$ cat config.mk
export PLATFORM = sky130hd
export DESIGN_NAME = char_stream_lexer_core
export DESIGN_NICKNAME = d
export VERILOG_FILES = /design/src/sv/csl_pkg.sv /design/src/sv/csl_front.sv /design/src/sv/csl_queue.sv /design/src/sv/csl_back.sv /design/src/sv/char_stream_lexer_core.sv
export SDC_FILE = /design/constraint.sdc
export NUM_CORES = 1
export LEC_CHECK = 0
export BUFFER_PORTS_ARGS = -buffer_cell sky130_fd_sc_hd__buf_2
export CAP_MARGIN = 30
export CORE_MARGIN = 2
export CORE_UTILIZATION = 45
export DETAILED_ROUTE_END_ITERATION = 8
export HOLD_SLACK_MARGIN = 0.05
export PLACE_DENSITY = 0.62
export SYNTH_ARGS = -nofsm -noshare
export SYNTH_HDL_FRONTEND = slang
export SYNTH_SLANG_ARGS = --single-unit
export TNS_END_PERCENT = 10
$ cat constraint.sdc
create_clock -name clk -period 20.8 [get_ports clk]
set_input_delay 2.08 -clock clk [delete_from_list [all_inputs] [get_ports clk]]
set_output_delay 2.08 -clock clk [all_outputs]
set_load 0.02 [all_outputs]
$ cat src/sv/csl_pkg.sv
// Shared types, character codes and keyword table for the character stream lexer.
// Used by every module of the lexer; depends on nothing.
package csl_pkg;

  // Token class codes
  localparam logic [2:0] CLS_OPERATOR = 3'd0;
  localparam logic [2:0] CLS_IDENT    = 3'd1;
  localparam logic [2:0] CLS_SPECIAL  = 3'd2;
  localparam logic [2:0] CLS_KEYWORD  = 3'd3;
  localparam logic [2:0] CLS_NUMBER   = 3'd4;

  // Character codes with a role of their own
  localparam logic [7:0] CH_PLUS   = 8'h2B;
  localparam logic [7:0] CH_COMMA  = 8'h2C;
  localparam logic [7:0] CH_SPACE  = 8'h20;
  localparam logic [7:0] CH_LPAREN = 8'h28;
  localparam logic [7:0] CH_RPAREN = 8'h29;
  localparam logic [7:0] CH_SEMI   = 8'h3B;
  localparam logic [7:0] CH_LBRACE = 8'h7B;
  localparam logic [7:0] CH_RBRACE = 8'h7D;
  localparam logic [7:0] CH_QUOTE  = 8'h27;
  localparam logic [7:0] CH_LT     = 8'h3C;
  localparam logic [7:0] CH_EQ     = 8'h3D;
  localparam logic [7:0] CH_STAR   = 8'h2A;
  localparam logic [7:0] CH_MINUS  = 8'h2D;
  localparam logic [7:0] CH_SLASH  = 8'h2F;
  localparam logic [7:0] CH_PCT    = 8'h25;
  localparam logic [7:0] CH_GT     = 8'h3E;
  localparam logic [7:0] CH_ZERO   = 8'h30;
  localparam logic [7:0] CH_NINE   = 8'h39;

  localparam int TEXT_BYTES = 8;

  // Keywords, first character in the low byte, unused bytes zero
  localparam int NUM_KW = 9;
  localparam logic [63:0] KW_TEXT [NUM_KW] = '{
    64'h0000_0000_0072_6F66,  // for
    64'h0000_0000_0074_6E69,  // int
    64'h0000_0000_0000_6669,  // if
    64'h0000_0000_6573_6C65,  // else
    64'h0000_0074_736E_6F63,  // const
    64'h0000_656C_6275_6F64,  // double
    64'h0000_0000_7261_6863,  // char
    64'h0000_0074_616F_6C66,  // float
    64'h0000_7463_7572_7473   // struct
  };
  localparam logic [3:0] KW_LEN [NUM_KW] = '{
    4'd3, 4'd3, 4'd2, 4'd4, 4'd5, 4'd6, 4'd4, 4'd5, 4'd6
  };

  // Input item
  typedef struct packed {
    logic [7:0] char_in;
    logic       end_mark;
  } csl_in_t;

  // Result item
  typedef struct packed {
    logic [2:0]  token_class;
    logic [15:0] token_index;
    logic [63:0] token_text;
    logic [3:0]  text_length;
    logic        truncated;
    logic        last_of_run;
  } csl_out_t;

  // One raw token: either a finished word still to be classified, or a single
  // operator / special token that is already final
  typedef struct packed {
    logic        is_word;
    logic [2:0]  cls;
    logic [63:0] text;
    logic [3:0]  len;
    logic        ovf;
  } csl_tok_t;

  // Queue entry: everything one input item causes
  typedef struct packed {
    logic     has0;
    csl_tok_t tok0;
    logic     has1;
    csl_tok_t tok1;
    logic     restart;   // numbering restarts after this entry
  } csl_entry_t;

  function automatic logic is_special(input logic [7:0] c);
    return c == CH_LPAREN || c == CH_RPAREN || c == CH_SEMI ||
           c == CH_LBRACE || c == CH_RBRACE || c == CH_QUOTE;
  endfunction

  function automatic logic is_operator(input logic [7:0] c);
    return c == CH_LT || c == CH_EQ || c == CH_PLUS || c == CH_STAR ||
           c == CH_MINUS || c == CH_SLASH || c == CH_PCT || c == CH_GT;
  endfunction

  // Text is zero beyond len, so a full-width compare is exact
  function automatic logic is_keyword(input logic [63:0] text, input logic [3:0] len);
    logic hit;
    hit = 1'b0;
    for (int k = 0; k < NUM_KW; k++) begin
      if (len == KW_LEN[k] && text == KW_TEXT[k]) hit = 1'b1;
    end
    return hit;
  endfunction

endpackage

$ cat src/sv/csl_front.sv
// Front end of the lexer: accepts characters, collects words, holds the plus
// lookahead and pushes raw tokens to the queue. Depends on csl_pkg.
module csl_front
  import csl_pkg::*;
#(
  parameter int MAX_WORD = 8
) (
  input  logic       clk,
  input  logic       rst,
  input  logic       accept,
  input  csl_in_t    item,
  output logic       push,
  output csl_entry_t entry
);

  localparam int LEN_W = $clog2(MAX_WORD + 1);
  localparam int IDX_W = $clog2(MAX_WORD);

  logic [7:0]       word_chars [MAX_WORD];
  logic [LEN_W-1:0] word_length, word_length_next;
  logic             word_overflow, word_overflow_next;
  logic             plus_pending, plus_pending_next;
  logic             store;

  logic [63:0] word_text;
  csl_tok_t    word_tok, plus_tok, pp_tok, single_tok;

  // Stored word, zero past the current length
  for (genvar i = 0; i < TEXT_BYTES; i++) begin : g_text
    if (i < MAX_WORD) begin : g_used
      assign word_text[8*i +: 8] = (LEN_W'(i) < word_length) ? word_chars[i] : 8'h00;
    end else begin : g_unused
      assign word_text[8*i +: 8] = 8'h00;
    end
  end

  always_comb begin
    word_tok   = '{is_word: 1'b1, cls: CLS_IDENT, text: word_text,
                   len: 4'(word_length), ovf: word_overflow};
    plus_tok   = '{is_word: 1'b0, cls: CLS_OPERATOR, text: {56'h0, CH_PLUS},
                   len: 4'd1, ovf: 1'b0};
    pp_tok     = '{is_word: 1'b0, cls: CLS_OPERATOR, text: {48'h0, CH_PLUS, CH_PLUS},
                   len: 4'd2, ovf: 1'b0};
    single_tok = '{is_word: 1'b0,
                   cls: is_special(item.char_in) ? CLS_SPECIAL : CLS_OPERATOR,
                   text: {56'h0, item.char_in}, len: 4'd1, ovf: 1'b0};
  end

  // Per-item decision: which tokens leave and how the word state moves
  always_comb begin
    logic done;
    done               = 1'b0;
    entry              = '0;
    store              = 1'b0;
    plus_pending_next  = plus_pending;
    word_length_next   = word_length;
    word_overflow_next = word_overflow;
    if (accept) begin
      if (item.end_mark) begin
        if (plus_pending) begin
          entry.has0 = 1'b1;
          entry.tok0 = plus_tok;
        end else if (word_length != '0) begin
          entry.has0 = 1'b1;
          entry.tok0 = word_tok;
        end
        entry.restart      = 1'b1;
        plus_pending_next  = 1'b0;
        word_length_next   = '0;
        word_overflow_next = 1'b0;
      end else begin
        // resolve the held plus first
        if (plus_pending) begin
          plus_pending_next = 1'b0;
          entry.has0        = 1'b1;
          if (item.char_in == CH_PLUS) begin
            entry.tok0 = pp_tok;
            done       = 1'b1;
          end else begin
            entry.tok0 = plus_tok;
          end
        end
        if (!done && item.char_in != CH_COMMA) begin
          if (item.char_in == CH_SPACE) begin
            if (word_length != '0) begin
              entry.has0         = 1'b1;
              entry.tok0         = word_tok;
              word_length_next   = '0;
              word_overflow_next = 1'b0;
            end
          end else if (is_special(item.char_in) || is_operator(item.char_in)) begin
            // a pending word implies no held plus, so it always takes slot 0
            if (word_length != '0) begin
              entry.has0         = 1'b1;
              entry.tok0         = word_tok;
              word_length_next   = '0;
              word_overflow_next = 1'b0;
            end
            if (item.char_in == CH_PLUS) begin
              plus_pending_next = 1'b1;
            end else if (entry.has0) begin
              entry.has1 = 1'b1;
              entry.tok1 = single_tok;
            end else begin
              entry.has0 = 1'b1;
              entry.tok0 = single_tok;
            end
          end else if (word_length < LEN_W'(MAX_WORD)) begin
            store            = 1'b1;
            word_length_next = word_length + 1'b1;
          end else begin
            word_overflow_next = 1'b1;
          end
        end
      end
    end
    push = entry.has0 || entry.restart;
  end

  // Word state
  always_ff @(posedge clk) begin
    if (rst) begin
      word_length   <= '0;
      word_overflow <= 1'b0;
      plus_pending  <= 1'b0;
    end else begin
      word_length   <= word_length_next;
      word_overflow <= word_overflow_next;
      plus_pending  <= plus_pending_next;
    end
  end

  // Character buffer, no reset
  always_ff @(posedge clk) begin
    if (store) word_chars[word_length[IDX_W-1:0]] <= item.char_in;
  end

endmodule

$ cat src/sv/csl_queue.sv
// Short FIFO of lexer entries between the front and back ends.
// Depends on csl_pkg.
module csl_queue
  import csl_pkg::*;
#(
  parameter int DEPTH = 4
) (
  input  logic       clk,
  input  logic       rst,
  input  logic       push,
  input  csl_entry_t push_entry,
  input  logic       pop,
  output csl_entry_t head,
  output logic       full,
  output logic       empty
);

  localparam int PTR_W = (DEPTH > 1) ? $clog2(DEPTH) : 1;
  localparam int CNT_W = $clog2(DEPTH + 1);

  csl_entry_t       slots [DEPTH];
  logic [PTR_W-1:0] wr_ptr, rd_ptr;
  logic [CNT_W-1:0] count;
  logic             do_push, do_pop;

  assign full    = (count == CNT_W'(DEPTH));
  assign empty   = (count == '0);
  assign do_push = push && !full;
  assign do_pop  = pop && !empty;
  assign head    = slots[rd_ptr];

  // Pointers and fill level
  always_ff @(posedge clk) begin
    if (rst) begin
      wr_ptr <= '0;
      rd_ptr <= '0;
      count  <= '0;
    end else begin
      if (do_push) wr_ptr <= (wr_ptr == PTR_W'(DEPTH - 1)) ? '0 : wr_ptr + 1'b1;
      if (do_pop)  rd_ptr <= (rd_ptr == PTR_W'(DEPTH - 1)) ? '0 : rd_ptr + 1'b1;
      if (do_push && !do_pop)      count <= count + 1'b1;
      else if (do_pop && !do_push) count <= count - 1'b1;
    end
  end

  // Storage
  always_ff @(posedge clk) begin
    if (do_push) slots[wr_ptr] <= push_entry;
  end

endmodule

$ cat src/sv/csl_back.sv
// Back end of the lexer: classifies words, numbers tokens and drives the
// registered result port. Depends on csl_pkg.
module csl_back
  import csl_pkg::*;
(
  input  logic       clk,
  input  logic       rst,
  input  csl_entry_t head,
  input  logic       head_valid,
  output logic       pop,
  output logic       token_valid,
  input  logic       token_stall,
  output csl_out_t   token_data
);

  logic        phase;          // 1: first token of head already sent
  logic [15:0] token_counter;
  logic        can_load, emit, last;
  csl_tok_t    cur;
  logic [63:0] digits;
  logic [3:0]  ndig;
  logic [7:0]  ch;
  logic        kw;
  csl_out_t    res;

  assign can_load = !token_valid || !token_stall;
  assign cur      = phase ? head.tok1 : head.tok0;
  assign emit     = head_valid && can_load && (phase || head.has0);
  assign pop      = head_valid && can_load && (phase || !head.has0 || !head.has1);
  assign last     = phase || !head.has1;

  // Digit extraction, left to right
  always_comb begin
    digits = '0;
    ndig   = '0;
    ch     = '0;
    for (int i = 0; i < TEXT_BYTES; i++) begin
      ch = cur.text[8*i +: 8];
      if (ch >= CH_ZERO && ch <= CH_NINE) begin
        digits[{ndig[2:0], 3'b000} +: 8] = ch;
        ndig = ndig + 1'b1;
      end
    end
  end

  // Word class: keyword, then number, then identifier
  always_comb begin
    kw                  = !cur.ovf && is_keyword(cur.text, cur.len);
    res.token_index     = token_counter;
    res.last_of_run     = last;
    res.token_class     = cur.cls;
    res.token_text      = cur.text;
    res.text_length     = cur.len;
    res.truncated       = 1'b0;
    if (cur.is_word) begin
      res.truncated = cur.ovf;
      if (kw) begin
        res.token_class = CLS_KEYWORD;
      end else if (ndig != '0) begin
        res.token_class = CLS_NUMBER;
        res.token_text  = digits;
        res.text_length = ndig;
      end else begin
        res.token_class = CLS_IDENT;
      end
    end
  end

  // Sequencing, numbering and output register
  always_ff @(posedge clk) begin
    if (rst) begin
      phase         <= 1'b0;
      token_counter <= 16'd1;
      token_valid   <= 1'b0;
    end else begin
      if (pop)       phase <= 1'b0;
      else if (emit) phase <= 1'b1;
      if (pop && head.restart) token_counter <= 16'd1;
      else if (emit)           token_counter <= (token_counter == 16'hFFFF) ? 16'd1
                                                : token_counter + 16'd1;
      if (can_load) token_valid <= emit;
    end
  end

  always_ff @(posedge clk) begin
    if (emit) token_data <= res;
  end

endmodule

$ cat src/sv/char_stream_lexer_core.sv
// Character stream lexer: one ASCII character per cycle in, classified tokens out.
// A front end collects words, a four-entry queue decouples it from the back end
// that classifies and numbers the tokens. A character is taken every cycle while
// the queue has room. Each token leaves in a cycle of its own, so a character
// that ends a word and is itself a token (or releases a held '+') gives the back
// end two tokens to send. Characters that cause no token cost the back end nothing,
// except an end mark with nothing pending, which still occupies the back end
// to restart the numbering. Sustained input rate is one character per cycle
// whenever the output does not stall and the stream averages at most one token or
// bare restart per character. Tokens are numbered from 1 and wrap to 1 after
// 65535; an end mark flushes any pending word or '+' and restarts the numbering.
// Words longer than MAX_WORD characters are cut and flagged truncated.
// Depends on csl_pkg, csl_front, csl_queue and csl_back.
module char_stream_lexer_core
  import csl_pkg::*;
#(
  parameter int MAX_WORD    = 8,
  parameter int QUEUE_DEPTH = 4
) (
  input  logic     clk,
  input  logic     rst,
  input  logic     char_valid,
  output logic     char_stall,
  input  csl_in_t  char_data,
  output logic     token_valid,
  input  logic     token_stall,
  output csl_out_t token_data
);

  logic       accept, push, pop, q_full, q_empty;
  csl_entry_t push_entry, head;

  assign char_stall = q_full;
  assign accept     = char_valid && !q_full;

  csl_front #(.MAX_WORD(MAX_WORD)) u_front (
    .clk    (clk),
    .rst    (rst),
    .accept (accept),
    .item   (char_data),
    .push   (push),
    .entry  (push_entry)
  );

  csl_queue #(.DEPTH(QUEUE_DEPTH)) u_queue (
    .clk        (clk),
    .rst        (rst),
    .push       (push),
    .push_entry (push_entry),
    .pop        (pop),
    .head       (head),
    .full       (q_full),
    .empty      (q_empty)
  );

  csl_back u_back (
    .clk         (clk),
    .rst         (rst),
    .head        (head),
    .head_valid  (!q_empty),
    .pop         (pop),
    .token_valid (token_valid),
    .token_stall (token_stall),
    .token_data  (token_data)
  );

endmodule

# Word-level counts from Yosys, hierarchy flattened
# Memory sizes are Yosys's and may differ from the RTL's. A register that Yosys moved wholly into a read port is not among the register bits.
# Index checks and enable logic that the tools add are counted.
# totals
register_bits	120
mem_bits_rw	660
output_inout_bits	91
elab_cells	284
n_memories	2
# op_classes
add_sub_neg	20
order_cmp	25
eq_ne	35
shifts	14
mux	106
n_reduce_logical	67
# memory_table
memory	words	width	rd	rd_ports_with_merged_regs	write_ports	line	text
u_queue.slots	4	149	1	1	1	csl_queue.sv:21	csl_entry_t slots [DEPTH];
u_front.word_chars	8	8	8	0	1	csl_front.sv:19	logic [7:0] word_chars [MAX_WORD];
# op_table
op	count
$mux W74	14
$bwmux W64	7
$mux W64	7
$shift A8 B8 Y64 const A	7
$shiftx A8 B8 Y64	7
$mux W148	3
$mux W149	1
$mux W73	2
$mux W68	2
$eq A64 B23 Y1 const B	2
$eq A64 B31 Y1 const B	2
$eq A64 B39 Y1 const B	2
$eq A64 B47 Y1 const B	2
$eq A8 B6 Y1 const B	13
$mux W8	9
$mux W69	1
$eq A64 B15 Y1 const B	1
$ge A8 B6 Y1 const B	8
$le A8 B6 Y1 const B	8
$mux W4	13
$neg A6 Y8	6
$mux W1	35
$add A4 B1 Y4 const B	7
$logic_and A1 B1 Y1	28
29 further kinds	80

# Depth between registers and ports, before layout
# depth
word_depth	27
ltp_mapped	41
ltp_nobuf	29

# Hierarchy
# A second synthesis with hierarchy kept.
# unflattened
hier_cells	2466
area_unflattened_um2	36690.2
# by_module_without_submodules
module	instances	cells_per_inst	area_per_inst_um2	seq_area_each_um2
csl_queue	1	829	21976.1	18077.3
csl_back	1	1162	10243.6	3032.9
csl_front	1	473	4453.0	2042.0
char_stream_lexer_core	1	2	17.5	0.0

# Worst setup path after synthesis
# No wires, ideal clock.
# synth_timing
kind	register -> register
start	register (tool-made name)
end	register, netlist name u_back.token_data[18]
setup_time_ns	0.268
arrival_ns	9.141
slack_ns	11.391
stages_incl_launch_ff	39
n_path_buf	9
cell_sequence	dfxtp_1 buf_6 buf_6 buf_6 buf_6 buf_6 buf_4 buf_4 mux4_2 or3_1 o31ai_1 o2111ai_1 ha_1 nor4bb_1 nand3_1 nand2_1 ha_1 clkbuf_1 (+3 left out) a21o_1 ha_1 nor2_1 a211oi_1 inv_1 ha_1 clkbuf_1 and2_1 a21oi_1 inv_1 ha_1 ha_1 inv_1 a211oi_1 and2_0 or3b_2 o2111ai_1 o21ai_0

==> impl_metrics.json <==
{
  "fmax_mhz": 82.8,
  "rsz0062_at_grt": "false",
  "numCtsBuffers": 55,
  "critical_path.startpoint_type": "register",
  "drt-wirelength-per-cell_um": 28.1,
  "most_utilized_layer_in_the_global_route_result": "met2",
  "synth_seq_cells": 518,
  "finalClockSkew_ns": 0.0268,
  "drt-initial-drc-count": 2025,
  "max_slew.worst_pin.slew_ns": 1.09,
  "routed-via-count": 17611,
  "drive_above_1_share_pct": 16.1,
  "tritoncts_clock_tree": "done",
  "drt_drc_violations_left": 0,
  "fp.dieH_um": 242,
  "syn_area_per_cell_um2": 12.9,
  "globalRoute.totalOverflow": 0,
  "grt_max_degree": 62,
  "core_um2": 56200,
  "power_leakage_uw": 0.00957,
  "finalWeightedCongestion": 0.955,
  "path_clk_slew_ns": 0.06,
  "vdd_drop_max_mv": 0.0906,
  "antenna_left": 0,
  "netlist_instances": 1973,
  "drt_first_pass_iters": 5,
  "syn2layout_area_growth_pct": 11.8,
  "finalCriticalPeriod_ns": 12.08,
  "final_max_slew_viol_count": 0,
  "yosysWarnings": 0,
  "fp-row-count": 87,
  "grt_pass1_vias": 17233,
  "cp_slowest_cell": "a21oi_1",
  "met3_usage_pct": 3.55,
  "most_frequently_used_flop_master_after_synthesis": "edfxtp_1",
  "async_reset_ff_share_pct": 0,
  "synth_seq_area_share_pct": 59.9,
  "numClockSinks": 518,
  "detailed_place_hpwl_mm": 57.3,
  "cts_max_path_buffers": 3,
  "finalCoreUtilization_pct": 50.6,
  "grt_pass1_wl_mm": 118,
  "globalRouteTotalUtil_pct": 27.3,
  "final_net_count": 2122,
  "finalSetupViolations": 0,
  "routed_wl_mm": 80.5,
  "design.die.area_um2": 58400,
  "report.power.total_uw": 4040,
  "run_status": "finished clean",
  "final-hold-violation-count": 0,
  "hold_slack_final_ns": 0.496,
  "final_design_area_no_fill_um2": 28400,
  "synthesis.area_um2": 25400,
  "setup_total_negative_slack_ns": 0,
  "post_cts_resized": 0,
  "hp-start": "u_back.token_counter[5]",
  "clock_tree.htree_level_count": 2,
  "critPathMaxStageDelay_ns": 0.83,
  "max_cap_viol_count": 0,
  "dieWidth_um": 242,
  "cts_hold_buffers": 0,
  "layout_worst_path_cycle_share_pct": 58.1,
  "starting_utilization_of_the_core_area_pct": 45.3,
  "worstSetupEndpointType": "register",
  "clock-root-buffer": "clkbuf_16",
  "hp-class": "reg2reg",
  "worst_skew_pair.late_latency_ns": 0.62,
  "routed_via_density": 6.15,
  "globalRouteMet2Util_pct": 44.1,
  "path_max_fanout": 36,
  "gr-usage-met1_pct": 38.2,
  "io_pins": 104,
  "worst_ep_arrival_time_ns": 12.44,
  "timing.critical_path.mode_cell": "ha_1",
  "grt_antenna_before_repair": 4,
  "synth-edff-count": 485,
  "synth.distinct_cells": 98,
  "relSlewSlack_pct": 27.4,
  "path_class": "reg2reg",
  "placed_cell_areas_um2": 26600,
  "cp.required_ns": 21.17,
  "post_cts.repair.setup_buffers": 0,
  "numPortBuffers": 103,
  "power_per_cell_area_nw_per_um2": 142
}
-- critical path: cells and delay by family (launching register included) --
family                   cells  cell delay (ns)
buffers and inverters        5             1.95
adder cells (fa/ha/maj)      6             2.62
AO/OA/AOI/OAI                9             3.71
AND/OR/NAND/NOR             10             2.39
flip-flops                   1             0.65
multiplexers                 1             0.38
-- logic make-up (layout without fill, tap and decap cells) --
group / Yosys count / after routing / share of synthesized area [%]
AO/OA/AOI/OAI: 372 / 372 / 9.69
XOR/XNOR: 28 / 28 / 1.39
adder cells (fa/ha/maj): 49 / 49 / 2.47
buffers and inverters: 151 / 281 / 2.72
flip-flops: 518 / 518 / 59.9
multiplexers: 131 / 131 / 9.12
other: 1 / 5 / 0.0147
AND/OR/NAND/NOR: 723 / 723 / 14.7
-- synth_stat cells, types with 7 or more instances --
cell | n | area, um^2
o22a_1 | 7 | 61.3
o32ai_1 | 8 | 70.1
nor3_1 | 54 | 270
o221ai_1 | 8 | 70.1
and2_1 | 86 | 538
o31ai_1 | 7 | 52.6
ha_1 | 47 | 588
o211ai_1 | 14 | 105
and3_1 | 38 | 238
nor2_1 | 155 | 582
xor2_1 | 13 | 114
buf_6 | 8 | 90.1
xnor2_1 | 7 | 61.3
a21oi_1 | 76 | 380
nor3b_1 | 8 | 60.1
nand2b_1 | 22 | 138
mux4_2 | 80 | 1800
nand3_1 | 75 | 375
a32oi_1 | 7 | 61.3
a221oi_1 | 9 | 78.8
edfxtp_1 | 485 | 14600
buf_2 | 14 | 70.1
inv_1 | 44 | 165
dfxtp_1 | 33 | 661
clkbuf_1 | 63 | 236
a31oi_1 | 13 | 81.3
mux2i_1 | 46 | 460
buf_4 | 11 | 82.6
nor4_1 | 22 | 138
o22ai_1 | 42 | 263
a211oi_1 | 25 | 188
o21ai_0 | 77 | 385
or3_1 | 14 | 87.6
or4_1 | 9 | 67.6
nand4_1 | 34 | 213
nand2_1 | 143 | 537
nor2b_1 | 22 | 138
-- power by group --
| part | total, uW | switching, uW | internal (uW) |
|---|---|---|---|
| Sequential | 1420 | 85.7 | 1330 |
| Combinational | 1650 | 1180 | 474 |
| Clock | 970 | 414 | 556 |
-- sequential cells by signal (all words and copies together) (netlist names), named ones only --
name / cells
u_queue.slots: 332
u_back.token_data: 89
u_front.word_chars: 64
u_back.token_counter: 16
u_front.word_length: 4
u_queue.count: 3
u_queue.rd_ptr: 2
u_queue.wr_ptr: 2
u_back.phase: 1
u_back.token_valid: 1
u_front.plus_pending: 1
u_front.word_overflow: 1
-- routing by layer --
| layer | up-vias | wire length [um] |
|---|---|---|
| met5 | - | 24 |
| met4 | 4 | 2850 |
| met3 | 140 | 4510 |
| met2 | 681 | 38400 |
| met1 | 8931 | 34800 |
| li1 | 7855 | - |
-- area by class of cell --
cell class                 instances  area (um^2)
fill                            4883        27700
sequential                       518        15200
multi-input combinational       1307         9540
clock buffer                      69         1480
tap                              756          946
timing repair buffer             127          713
clock inverter                    34          312
inverter                          51          196
antenna                            1         2.50
-- through the flow --
step                      setup WS [ns]  cells
after CTS                          8.80   2862
after detailed placement           8.82   2759
after global routing               7.77   2862
after floorplan                   11.39   1976
final                              8.72   2863
after global placement             9.14   2755
-- final timing paths --
| kind | to | slack (ns) | cells past startpoint |
|---|---|---|---|
| worst max-delay path | u_back.token_data[40] | 8.72 | 31 |
| worst min-delay path | u_back.token_data[75] | 0.50 | 0 |
| worst max register to register | u_back.token_data[40] | 8.72 | 31 |
| worst min register to register | u_back.token_data[75] | 0.50 | 0 |
-- placed cells by master, fill, tap and decap left out, drive strengths merged, types with 7 or more instances in the layout --
cell,instances
buf,127
nand2,145
nand3,76
mux2i,46
a21oi,76
and3,39
a31oi,13
a221oi,9
nor3b,8
inv,54
or4,9
nand4,34
o211ai,15
xor2,14
a32oi,7
nor2b,23
o221ai,8
xnor2,12
o22ai,42
nor2,157
nand2b,22
o31ai,7
ha,47
mux4,80
o32ai,8
dfxtp,33
clkinv,22
clkbuf,69
o22a,7
nor3,54
or3,14
o21ai,84
and2,88
nor4,22
a211oi,25
edfxtp,485
(Power assumes the default switching activity.)
